--- src/toce_pkg.sv ---
// ----------------------------------------------------------------------------
// toce_pkg
// opcode codes, widths and the stage structs shared by the execute core files
// ----------------------------------------------------------------------------
`default_nettype none

package toce_pkg;

   localparam int unsigned DATA_W          = 32;
   localparam int unsigned PC_W            = 12;
   localparam int unsigned REG_IDX_W       = 4;
   localparam int unsigned OP_W            = 5;
   localparam int unsigned SHAMT_W         = 5;
   localparam int unsigned RETURN_IO_INDEX = 7;

   typedef enum logic [OP_W-1:0] {
      OP_ADD  = 5'd0,
      OP_SUB  = 5'd1,
      OP_MAC  = 5'd2,
      OP_AND  = 5'd3,
      OP_OR   = 5'd4,
      OP_XOR  = 5'd5,
      OP_SLL  = 5'd6,
      OP_SRA  = 5'd7,
      OP_SRL  = 5'd8,
      OP_BEQ  = 5'd9,
      OP_BNE  = 5'd10,
      OP_BLT  = 5'd11,
      OP_BGT  = 5'd12,
      OP_BLE  = 5'd13,
      OP_BGE  = 5'd14,
      OP_JAL  = 5'd15,
      OP_LW   = 5'd16,
      OP_SW   = 5'd17,
      OP_RETI = 5'd18,
      OP_IN   = 5'd19,
      OP_OUT  = 5'd20,
      OP_HALT = 5'd21
   } opcode_type;

   // decoded instruction held in the execute stage
   typedef struct packed {
      opcode_type           opcode;
      logic [REG_IDX_W-1:0] dest_index;
      logic [DATA_W-1:0]    rs_value;
      logic [DATA_W-1:0]    rt_value;
      logic [DATA_W-1:0]    rm_value;
      logic [DATA_W-1:0]    rd_value;
      logic [PC_W-1:0]      current_pc;
   } instr_type;

   // execute result plus the store requests it makes
   typedef struct packed {
      logic                 reg_write;
      logic [DATA_W-1:0]    write_value;
      logic [PC_W-1:0]      next_pc;
      logic                 isr_clear;
      logic                 halted;
      logic                 status;
      logic                 mem_we;
      logic [DATA_W-1:0]    mem_wdata;
      logic                 io_we;
      logic [DATA_W-1:0]    io_wdata;
   } result_type;

endpackage

`default_nettype wire

--- src/toce_iomem.sv ---
// ----------------------------------------------------------------------------
// toce_iomem
// i/o register array: one read port with registered data, one write port,
// per-entry valid bits so reset clears it at once, and forwarding
// ----------------------------------------------------------------------------
`default_nettype none

module toce_iomem #(
   parameter int unsigned IO_COUNT = 32
) (
   input  wire logic                                      clock,
   input  wire logic                                      reset,
   input  wire logic                                      rd_en,
   input  wire logic [$clog2(IO_COUNT)-1:0]               rd_addr,
   output logic      [toce_pkg::DATA_W-1:0]               rd_data,
   input  wire logic                                      wr_en,
   input  wire logic [$clog2(IO_COUNT)-1:0]               wr_addr,
   input  wire logic [toce_pkg::DATA_W-1:0]               wr_data
);
   import toce_pkg::*;

   logic [DATA_W-1:0]   mem [IO_COUNT];
   logic [IO_COUNT-1:0] valid_ff;
   logic [DATA_W-1:0]   q_ff;
   logic                q_valid_ff;
   logic                fwd_ff;
   logic [DATA_W-1:0]   fwd_data_ff;

   always_ff @(posedge clock) begin
      if (reset) begin
         valid_ff <= '0;
      end else if (wr_en) begin
         valid_ff[wr_addr] <= 1'b1;
      end
   end

   always_ff @(posedge clock) begin
      if (wr_en) begin
         mem[wr_addr] <= wr_data;
      end
   end

   always_ff @(posedge clock) begin
      if (rd_en) begin
         q_ff        <= mem[rd_addr];
         q_valid_ff  <= valid_ff[rd_addr];
         fwd_ff      <= wr_en && (wr_addr == rd_addr);
         fwd_data_ff <= wr_data;
      end
   end

   // an entry never written since reset reads as zero
   always_comb begin
      priority if (fwd_ff) begin
         rd_data = fwd_data_ff;
      end else if (q_valid_ff) begin
         rd_data = q_ff;
      end else begin
         rd_data = '0;
      end
   end

endmodule

`default_nettype wire

--- config.mk ---
export PLATFORM = sky130hd
export DESIGN_NAME = toce_iomem
export DESIGN_NICKNAME = d
export VERILOG_FILES = /design/src/toce_pkg.sv /design/src/toce_iomem.sv
export SDC_FILE = /design/constraint.sdc
export NUM_CORES = 1
export LEC_CHECK = 0
export BUFFER_PORTS_ARGS = -buffer_cell sky130_fd_sc_hd__buf_2
export CAP_MARGIN = 10
export CORE_ASPECT_RATIO = 2
export CORE_MARGIN = 1.5
export CORE_UTILIZATION = 35
export CTS_CLUSTER_SIZE = 16
export DETAILED_ROUTE_END_ITERATION = 6
export PLACE_DENSITY = 0.49
export SYNTH_ARGS = -nofsm -noshare
export SYNTH_HDL_FRONTEND = slang
export SYNTH_SLANG_ARGS = --single-unit
--- constraint.sdc ---
create_clock -name clock -period 4.22 [get_ports clock]
set_input_delay 0.844 -clock clock [delete_from_list [all_inputs] [get_ports clock]]
set_output_delay 0.844 -clock clock [all_outputs]
set_load 0.02 [all_outputs]
==> parameters.txt <==
Parameter                              Value

Outcome
  Outcome ... complete, no violations

Clock tree
  Total number of H-tree levels ... 3
  Post-CTS setup repair buffer count ... 0
  Buffer levels on the longest clock path ... 3
  # resized after CTS ... 0
  Later-pin clock latency in the skew report ... between 700 and 800 ps
  Clock root buffer ... clkbuf_16
  Sinks on Clock Net ... 1122
  Number of hold buffers added after CTS ... 0
  CTS tree ... built
  Worst-path clk slew ... approximately 70 ps
  Clock buffer count from CTS ... between 90 and 100

Routing
  Routed wire length ... around 130 mm
  Number of detailed-route iterations in the first pass ... 5
  Post-detailed-route DRC marker count ... 0
  Routed WL per cell ... around 29 um
  Vias ... 23000
  Number of DRC violations after detailed-routing iteration 0 ... roughly 1900
  Post-detailed-route count of antenna-violating nets ... 0
  Ratio of routed vias to standard cells ... 5.31

Floorplanning
  Core Area ... ~120000 um^2
  Number of ports placed on the die boundary ... slightly below 80
  Starting Density ... 0.353
  Area of the die ... approximately 130000 um^2
  Overall die width ... around 250 um
  Row count ... between 150 and 200
  Vertical extent of the die ... 502 um

Cells and area
  Post-layout nets ... roughly 2600
  Fraction of layout cells with a size suffix above 1 ... 0.126
  Most common library cell in the layout ignoring fill and taps ... edfxtp_1
  Area overhead of the layout relative to synthesis ... 13.1%
  Most frequent cells in the layout ... edfxtp_1, mux2i_1, nand2_1
  Fillers ... ~11000

Critical path
  Critical path peak fanout ... 14
  Arr. time, crit path ... approximately 2700 ps
  Kind of start point of the critical path ... register
  Data required time at the worst endpoint ... approximately 3400 ps
  Max stage delay cell, worst path ... nor2b_4
  Cells along the critical path ... nor2b_4 > buf_4 > a22o_1 > buf_2
  Critical path's largest stage delay ... ~610 ps
  Setup crit end kind ... output pin
  Kind of critical path ... register to output pin

Place
  Routability-driven placement congestion ratio ... between 0.7 and 0.8
  Port bufs ... between 70 and 80
  Post-DP HPWL ... between 70 and 80 mm

Timing
  Setup TNS ... 0 ps
  Achievable frequency ... between 200 and 300 MHz
  Actual slew at the worst max-slew pin ... about 930 ps
  Headroom to the max-slew limit ... 0.379
  RSZ-0062 raised after global routing ... no
  Total setup violations reported at the end of the flow ... 0
  Post-Route Hold Slack ... about 470 ps
  Fin crit share ... 0.832
  Final critical path time including I/O delays and setup ... roughly 3500 ps
  Fin Clk Skew ... 26.1 ps
  Total count of max-transition violations in the final report ... 0
  Final Hold Violating Endpoints ... 0

Power and ir drop
  Power Density ... 453 nW/um^2
  Leak Pwr ... 16.9 nW
  Largest vdd supply drop ... 0.278 mV

Global route
  Number of global-route vias before repair ... 24000
  GR Overflow Total ... 0
  Maximum number of pins on one net before global-route repair ... 74
  First-pass GRT wire length ... around 180 mm
  GR Util All Layers ... 0.201
  Initial antenna violation count ... 10

Hold path
  Type of the tightest min-delay check ... register to register

Synth
  Post-synthesis average cell area ... between 15 and 20 um^2
  Post-synth net total ... 2530
  Post-synthesis sequential element count ... ~1100
  Cell area after synthesis ... roughly 43000 um^2
  Count of unique library cells instantiated by Yosys ... 31
  Total number of yosys warnings ... 0
  Sequential-to-total area share from yosys stat ... 0.767
  Number of instances in the synthesized netlist ... roughly 2500

Flow run
  Number of max-cap violations ... 0
[path summary, 6_finish.rpt]
check                                start                       end  slack (ps)  cells past startpoint
setup reg to reg      mem[0][15]$_DFFE_PP_        q_ff[15]$_DFFE_PP_        2370                      5
setup / recovery          fwd_ff$_DFFE_PP_                rd_data[5]         710                      4
hold reg to reg   valid_ff[5]$_SDFFE_PP0P_  valid_ff[5]$_SDFFE_PP0P_         470                      2
hold / removal    valid_ff[5]$_SDFFE_PP0P_  valid_ff[5]$_SDFFE_PP0P_         470                      2
[worst max-delay path, delay by kind of cell (launching register included)]
kind	cells	cell delay [ps]
buffers and inverters	2	560
AOI/OAI and AO/OA	1	290
and+or+nand+nor	1	610
DFF	1	490
[metrics by stage]
stage | utilization | instances | instance area, um^2 | total power [mW] | setup WS [ps]
floorplan | - | 2484 | 43500 | 13.4 | 884
global placement | 0.376 | 4160 | 46300 | 14.0 | 960
detailed placement | 0.376 | 4161 | 46300 | 14.1 | 952
CTS | 0.399 | 4328 | 49200 | 22.5 | 680
global route | 0.399 | 4329 | 49200 | 23.0 | 637
finish | 0.399 | 4331 | 49200 | 22.3 | 710
[logic make-up after synthesis]
| group | share of synthesized area |
|---|---|
| xor+xnor | 0.00101 |
| mux | 0.122 |
| flops | 0.767 |
| buf+inv | 0.0215 |
| simple gates | 0.0357 |
| compound gates | 0.0529 |
[flip-flops by register name (all words and copies together) (netlist names)]
name         count
valid_ff        32
mem           1024
q_valid_ff       1
fwd_data_ff     32
fwd_ff           1
q_ff            32
[where the power goes]
| part | switching (mW) | total [mW] | internal (mW) |
|---|---|---|---|
| clock network | 3.96 | 8.51 | 4.54 |
| logic | 0.910 | 1.32 | 0.406 |
| registers | 0.0658 | 12.5 | 12.4 |
| total | 4.94 | 22.3 | 17.4 |
[final cells by class]
cell class | count | area, um^2 | area share
antenna | 3 | 7.51 | 0.000153
timing repair buffer | 168 | 1390 | 0.0283
multi-input combinational | 1215 | 9460 | 0.192
clock buffer | 116 | 2520 | 0.0512
sequential | 1122 | 33400 | 0.678
clock inverter | 51 | 383 | 0.00778
tap | 1656 | 2070 | 0.0421
[routing by layer]
metal | track usage | routed length [um] | vias up
met4 | 0.0742 | 4170 | 10
met5 | 0 | 68 | -
met2 | 0.370 | 68300 | 574
li1 | - | - | 10000
met3 | 0.0320 | 5390 | 177
met1 | 0.234 | 48500 | 12200
[Yosys cell counts (all sizes together)]
cell / n / area share
nor2b: 3 / 0.00043
a22oi: 99 / 0.017
edfxtp: 1090 / 0.75
nand2b: 2 / 0.00029
or3b: 3 / 0.00060
nor2: 98 / 0.0085
and2: 1 / 0.00014
nand2: 103 / 0.0089
o21ai: 1 / 0.00011
a31oi: 33 / 0.0047
xnor2: 1 / 0.00020
dfxtp: 32 / 0.015
buf: 100 / 0.017
mux2i: 528 / 0.12
or3: 1 / 0.00014
clkbuf: 47 / 0.0046
nor3: 33 / 0.0038
or2: 1 / 0.00014
a22o: 97 / 0.020
nor4: 1 / 0.00014
nand3b: 5 / 0.00086
nand3: 101 / 0.012
and3: 1 / 0.00014
xor2: 4 / 0.00081
a21oi: 99 / 0.011
No activity file was read; power rests on OpenSTA's default activity.
