$ cat config.mk
export PLATFORM = sky130hd
export DESIGN_NAME = toce_alu
export DESIGN_NICKNAME = d
export VERILOG_FILES = /design/src/toce_pkg.sv /design/src/toce_alu.sv
export SDC_FILE = /design/constraint.sdc
export NUM_CORES = 2
export LEC_CHECK = 0
export ABC_AREA = 1
export BUFFER_PORTS_ARGS = -buffer_cell sky130_fd_sc_hd__buf_2
export CORE_ASPECT_RATIO = 0.9
export CORE_MARGIN = 3
export CORE_UTILIZATION = 50
export DETAILED_ROUTE_END_ITERATION = 7
export PLACE_DENSITY = 0.67
export SLEW_MARGIN = 30
export SYNTH_ARGS = -nofsm -noshare
export SYNTH_HDL_FRONTEND = slang
export SYNTH_SLANG_ARGS = --single-unit
export TNS_END_PERCENT = 10
$ cat constraint.sdc
create_clock -name vclk -period 29.5
set_input_delay 5.9 -clock vclk [all_inputs]
set_output_delay 5.9 -clock vclk [all_outputs]
set_load 0.01 [all_outputs]
$ cat src/toce_pkg.sv
// ----------------------------------------------------------------------------
// toce_pkg
// opcode codes, widths and the stage structs shared by the execute core files
// ----------------------------------------------------------------------------
`default_nettype none

package toce_pkg;

   localparam int unsigned DATA_W          = 32;
   localparam int unsigned PC_W            = 12;
   localparam int unsigned REG_IDX_W       = 4;
   localparam int unsigned OP_W            = 5;
   localparam int unsigned SHAMT_W         = 5;
   localparam int unsigned RETURN_IO_INDEX = 7;

   typedef enum logic [OP_W-1:0] {
      OP_ADD  = 5'd0,
      OP_SUB  = 5'd1,
      OP_MAC  = 5'd2,
      OP_AND  = 5'd3,
      OP_OR   = 5'd4,
      OP_XOR  = 5'd5,
      OP_SLL  = 5'd6,
      OP_SRA  = 5'd7,
      OP_SRL  = 5'd8,
      OP_BEQ  = 5'd9,
      OP_BNE  = 5'd10,
      OP_BLT  = 5'd11,
      OP_BGT  = 5'd12,
      OP_BLE  = 5'd13,
      OP_BGE  = 5'd14,
      OP_JAL  = 5'd15,
      OP_LW   = 5'd16,
      OP_SW   = 5'd17,
      OP_RETI = 5'd18,
      OP_IN   = 5'd19,
      OP_OUT  = 5'd20,
      OP_HALT = 5'd21
   } opcode_type;

   // decoded instruction held in the execute stage
   typedef struct packed {
      opcode_type           opcode;
      logic [REG_IDX_W-1:0] dest_index;
      logic [DATA_W-1:0]    rs_value;
      logic [DATA_W-1:0]    rt_value;
      logic [DATA_W-1:0]    rm_value;
      logic [DATA_W-1:0]    rd_value;
      logic [PC_W-1:0]      current_pc;
   } instr_type;

   // execute result plus the store requests it makes
   typedef struct packed {
      logic                 reg_write;
      logic [DATA_W-1:0]    write_value;
      logic [PC_W-1:0]      next_pc;
      logic                 isr_clear;
      logic                 halted;
      logic                 status;
      logic                 mem_we;
      logic [DATA_W-1:0]    mem_wdata;
      logic                 io_we;
      logic [DATA_W-1:0]    io_wdata;
   } result_type;

endpackage

`default_nettype wire

$ cat src/toce_alu.sv
// ----------------------------------------------------------------------------
// toce_alu
// execute datapath: arithmetic, shifts, branch resolution and load/store data
// ----------------------------------------------------------------------------
`default_nettype none

module toce_alu (
   input  wire toce_pkg::instr_type             instr,
   input  wire logic [toce_pkg::DATA_W-1:0]     mem_rdata,
   input  wire logic [toce_pkg::DATA_W-1:0]     io_rdata,
   output toce_pkg::result_type                 result
);
   import toce_pkg::*;

   logic [PC_W-1:0]    seq_pc;
   logic [PC_W-1:0]    target;
   logic [SHAMT_W-1:0] sh;
   logic [DATA_W-1:0]  product;
   logic               eq, lt;

   assign seq_pc  = instr.current_pc + PC_W'(1);
   assign target  = instr.rm_value[PC_W-1:0];
   assign sh      = instr.rt_value[SHAMT_W-1:0];
   assign product = instr.rs_value * instr.rt_value;
   assign eq      = (instr.rs_value == instr.rt_value);
   assign lt      = ($signed(instr.rs_value) < $signed(instr.rt_value));

   always_comb begin
      result             = '0;
      result.next_pc     = seq_pc;
      result.mem_wdata   = instr.rm_value + instr.rd_value;
      result.io_wdata    = instr.rm_value;
      unique case (instr.opcode)
         OP_ADD: begin
            result.reg_write   = 1'b1;
            result.write_value = instr.rs_value + instr.rt_value + instr.rm_value;
         end
         OP_SUB: begin
            result.reg_write   = 1'b1;
            result.write_value = instr.rs_value - instr.rt_value - instr.rm_value;
         end
         OP_MAC: begin
            result.reg_write   = 1'b1;
            result.write_value = product + instr.rm_value;
         end
         OP_AND: begin
            result.reg_write   = 1'b1;
            result.write_value = instr.rs_value & instr.rt_value & instr.rm_value;
         end
         OP_OR: begin
            result.reg_write   = 1'b1;
            result.write_value = instr.rs_value | instr.rt_value | instr.rm_value;
         end
         OP_XOR: begin
            result.reg_write   = 1'b1;
            result.write_value = instr.rs_value ^ instr.rt_value ^ instr.rm_value;
         end
         OP_SLL: begin
            result.reg_write   = 1'b1;
            result.write_value = instr.rs_value << sh;
         end
         OP_SRA: begin
            result.reg_write   = 1'b1;
            result.write_value = DATA_W'($signed(instr.rs_value) >>> sh);
         end
         OP_SRL: begin
            result.reg_write   = 1'b1;
            result.write_value = instr.rs_value >> sh;
         end
         OP_BEQ: if (eq)        result.next_pc = target;
         OP_BNE: if (!eq)       result.next_pc = target;
         OP_BLT: if (lt)        result.next_pc = target;
         OP_BGT: if (!lt && !eq) result.next_pc = target;
         OP_BLE: if (lt || eq)  result.next_pc = target;
         OP_BGE: if (!lt)       result.next_pc = target;
         OP_JAL: begin
            result.reg_write   = 1'b1;
            result.write_value = DATA_W'(seq_pc);
            result.next_pc     = target;
         end
         OP_LW: begin
            result.reg_write   = 1'b1;
            result.write_value = mem_rdata + instr.rm_value;
         end
         OP_SW: result.mem_we = 1'b1;
         OP_RETI: begin
            result.next_pc   = io_rdata[PC_W-1:0];
            result.isr_clear = 1'b1;
         end
         OP_IN: begin
            result.reg_write   = 1'b1;
            result.write_value = io_rdata;
         end
         OP_OUT: result.io_we = 1'b1;
         OP_HALT: begin
            result.halted  = 1'b1;
            result.next_pc = instr.current_pc;
         end
         default: begin
            // unsupported opcode: flag it, hold the pc, touch nothing
            result.status  = 1'b1;
            result.next_pc = instr.current_pc;
         end
      endcase
   end

endmodule

`default_nettype wire
==> metrics.md <==
| Metric | Value |
|---|---|
| Outcome | finished clean |
| Pre-CTS setup slack | 9.52 ns |
| Unrepaired setup endpoints after global routing | no |
| DR iter-0 viols | 4932 |
| Worst rel slew slack | 0.318 |
| Max FO, Critical Path | 57 |
| Share of layout cells above drive strength 1 | 0.0787 |
| Hold endpoint | result[33] |
| Hold wc startpoint | instr[12] |
| Synth warnings | 0 |
| Initial Util | 0.508 |
| First-pass GRT wire length | approximately 230 mm |
| Core Region | 0.0691 mm^2 |
| Postcts setup bufs | 0 |
| Crit. End Element | primary output |
| I/O Buffers | 323 |
| Ports | 327 |
| Post-CTS sizing | 0 |
| Top cell type's share of synthesized area | 0.287 |
| Number of remaining DRC errors | 0 |
| Vias post-DR | 38000 |
| Seq Cell Count | 0 |
| Slew Limit Fails | 0 |
| Total die area | between 0.07 and 0.08 mm^2 |
| Setup crit start | instr[77] |
| Netlist cell types | 62 |
| Setup ws final | just over 9 ns |
| Mapped Area | 0.0351 mm^2 |
| Syn nets | 6578 |
| Fmax | 49.6 MHz |
| Min Tclk post-route | 20.16 ns |
| Final WL | 157 mm |
| Initial antenna violation count | 4 |
| Row count | 91 |
| Chip width | 285 um |
| Vias in the first global route | 35500 |
| DRT antenna net count | 0 |
| Final net count | around 6700 |
| Layout clock buffers | 0 |
| DR pass1 iterations | 6 |
| Area Growth Syn to Fin | 5.73% |
| Mean routed wirelength per cell | 23.9 um |
| Critical path type | in2out |
| Final setup vio count | 0 |
| GPL Wtd Cong | 1.09 |
| Cells after Synth | 5514 |
| TNS Setup | 0 ns |
| Die height | 258 um |
| Grt total ovfl | 0 |
| Yosys top cell by area | fa_1 |
| Top cells by area, synth | fa_1 29%, nand2_1 15%, inv_1 13%, ha_1 12%, a21oi_1 5.1% |
| Syn avg cell area | roughly 6.4 um^2 |
| Post-CTS Hold Buffers | 0 |
| Register area | 0 um^2 |
| Max-cap violation count | 0 |
| Arr. time, crit path | about 14 ns |
| Vias per Instance | ~5.8 |
| Final hold vios | 0 |
| WHS Path Cells | 3 |
| Hold WC Path Type | in2out |
| Worst slew pin tran | 1.01 ns |
| Crit path launch type | input pin |
| Final period util | 0.683 |
| Worst Path Required | 23.60 ns |
| Seq/Total Area, Yosys | 0 |
| Pin count of the biggest net entering global routing | between 70 and 80 |
| All-layer global routing usage | 0.417 |
| Post-DP HPWL | ~130 mm |
-- synth_stat cells, types with 3 or more instances --
| cell | n |
|---|---|
| and3_1 | 4 |
| a21o_1 | 29 |
| nand2_1 | 1425 |
| nor4_1 | 14 |
| fa_1 | 503 |
| o21ai_0 | 305 |
| nand4_1 | 42 |
| a31oi_1 | 28 |
| o31ai_1 | 3 |
| nor2_2 | 8 |
| clkinv_1 | 8 |
| mux2i_1 | 12 |
| o22ai_1 | 15 |
| a32o_1 | 3 |
| a22oi_1 | 8 |
| buf_1 | 32 |
| clkbuf_1 | 120 |
| buf_6 | 3 |
| a22o_1 | 3 |
| o21ai_1 | 24 |
| o32ai_1 | 3 |
| inv_1 | 1215 |
| nor2_1 | 295 |
| a21boi_0 | 13 |
| ha_1 | 348 |
| or2_2 | 33 |
| nand3b_1 | 11 |
| buf_4 | 35 |
| a211oi_1 | 9 |
| a221oi_1 | 10 |
| o221ai_1 | 12 |
| buf_2 | 49 |
| nand2_2 | 6 |
| nor3_1 | 46 |
| xnor2_1 | 33 |
| o21bai_1 | 26 |
| nand3_1 | 284 |
| inv_2 | 18 |
| o21a_1 | 9 |
| a21oi_1 | 357 |
| o211ai_1 | 38 |
| xor2_1 | 42 |
| o2111ai_1 | 8 |
-- cell usage in the layout, fill, tap and decap left out, types with 24 or more instances in the layout --
master    count
a21oi_1     357
o21ai_1      24
nand3_1     284
nand4_1      42
or2_2        33
ha_1        348
inv_1      1214
a21o_1       29
o21bai_1     26
a31oi_1      28
nor3_1       46
nand2_1    1425
buf_4        44
fa_1        503
o21ai_0     305
o211ai_1     38
nor2_1      295
xor2_1       42
xnor2_1      33
buf_2       323
-- cells by family (layout without fill, tap and decap cells) --
| logic type | Yosys count | after routing | synth area share |
|---|---|---|---|
| adder cells (fa/ha/maj) | 851 | 851 | 0.410 |
| AO/OA/AOI/OAI | 915 | 915 | 0.147 |
| AND/OR/NAND/NOR | 2180 | 2180 | 0.256 |
| multiplexers | 12 | 12 | 0.00342 |
| XOR/XNOR | 75 | 75 | 0.0187 |
| other | 0 | 2 | 0 |
| buffers and inverters | 1481 | 1608 | 0.164 |
-- layer usage --
layer / vias to the layer above / GRT usage / wire [um]
met5: - / 0.00921 / 106
li1: 17300 / - / -
met4: 4 / 0.162 / 7580
met3: 288 / 0.0833 / 18700
met2: 2304 / 0.607 / 64900
met1: 18100 / 0.607 / 65600
-- metrics by stage --
step,hold slack (ns),cell area (um^2),std cells,utilization
after floorplan,11.89,35100,5514,-
after global placement,12.11,37100,6571,0.537
after detailed placement,12.11,37100,6571,0.538
after CTS,12.11,37100,6571,0.538
after global routing,12.12,37200,6573,0.538
final,12.11,37200,6573,0.538
-- worst max-delay path by stage --
stage                     slack, ns          end  cells past startpoint
final                          9.34  result[108]                     27
after global routing           9.10  result[110]                     29
after CTS                      9.50  result[108]                     27
after detailed placement       9.52  result[108]                     27
after global placement         9.52  result[108]                     27
after floorplan               10.74  result[110]                     31
-- layout make-up --
type | count | area [um^2]
multi-input cells | 4033 | 29400
well taps | 930 | 1160
fillers | 7170 | 32000
repair buffers | 367 | 1950
inverters | 1241 | 4660
diodes | 2 | 5.00
-- worst max-delay path, stage by stage --
cell and delay, ns:
buf_2 0.66, buf_4 0.62, nand2_1 0.15, fa_1 0.55, fa_1 0.57, inv_1 0.05, fa_1 0.47, inv_1 0.06
fa_1 0.52, inv_1 0.05, fa_1 0.48, fa_1 0.52, fa_1 0.49, inv_1 0.05, fa_1 0.47, inv_1 0.05
ha_1 0.34, a21oi_1 0.19, a21boi_0 0.26, inv_1 0.09, a21oi_1 0.14, nand3_1 0.20, o21ai_0 0.57, nand3_1 0.34
nor2_1 0.16, nand2_1 0.07, buf_2 0.14
Power is left out: the tool's default activity adds up to more than one toggle a clock period on the data nets, which glitch-free logic cannot reach.
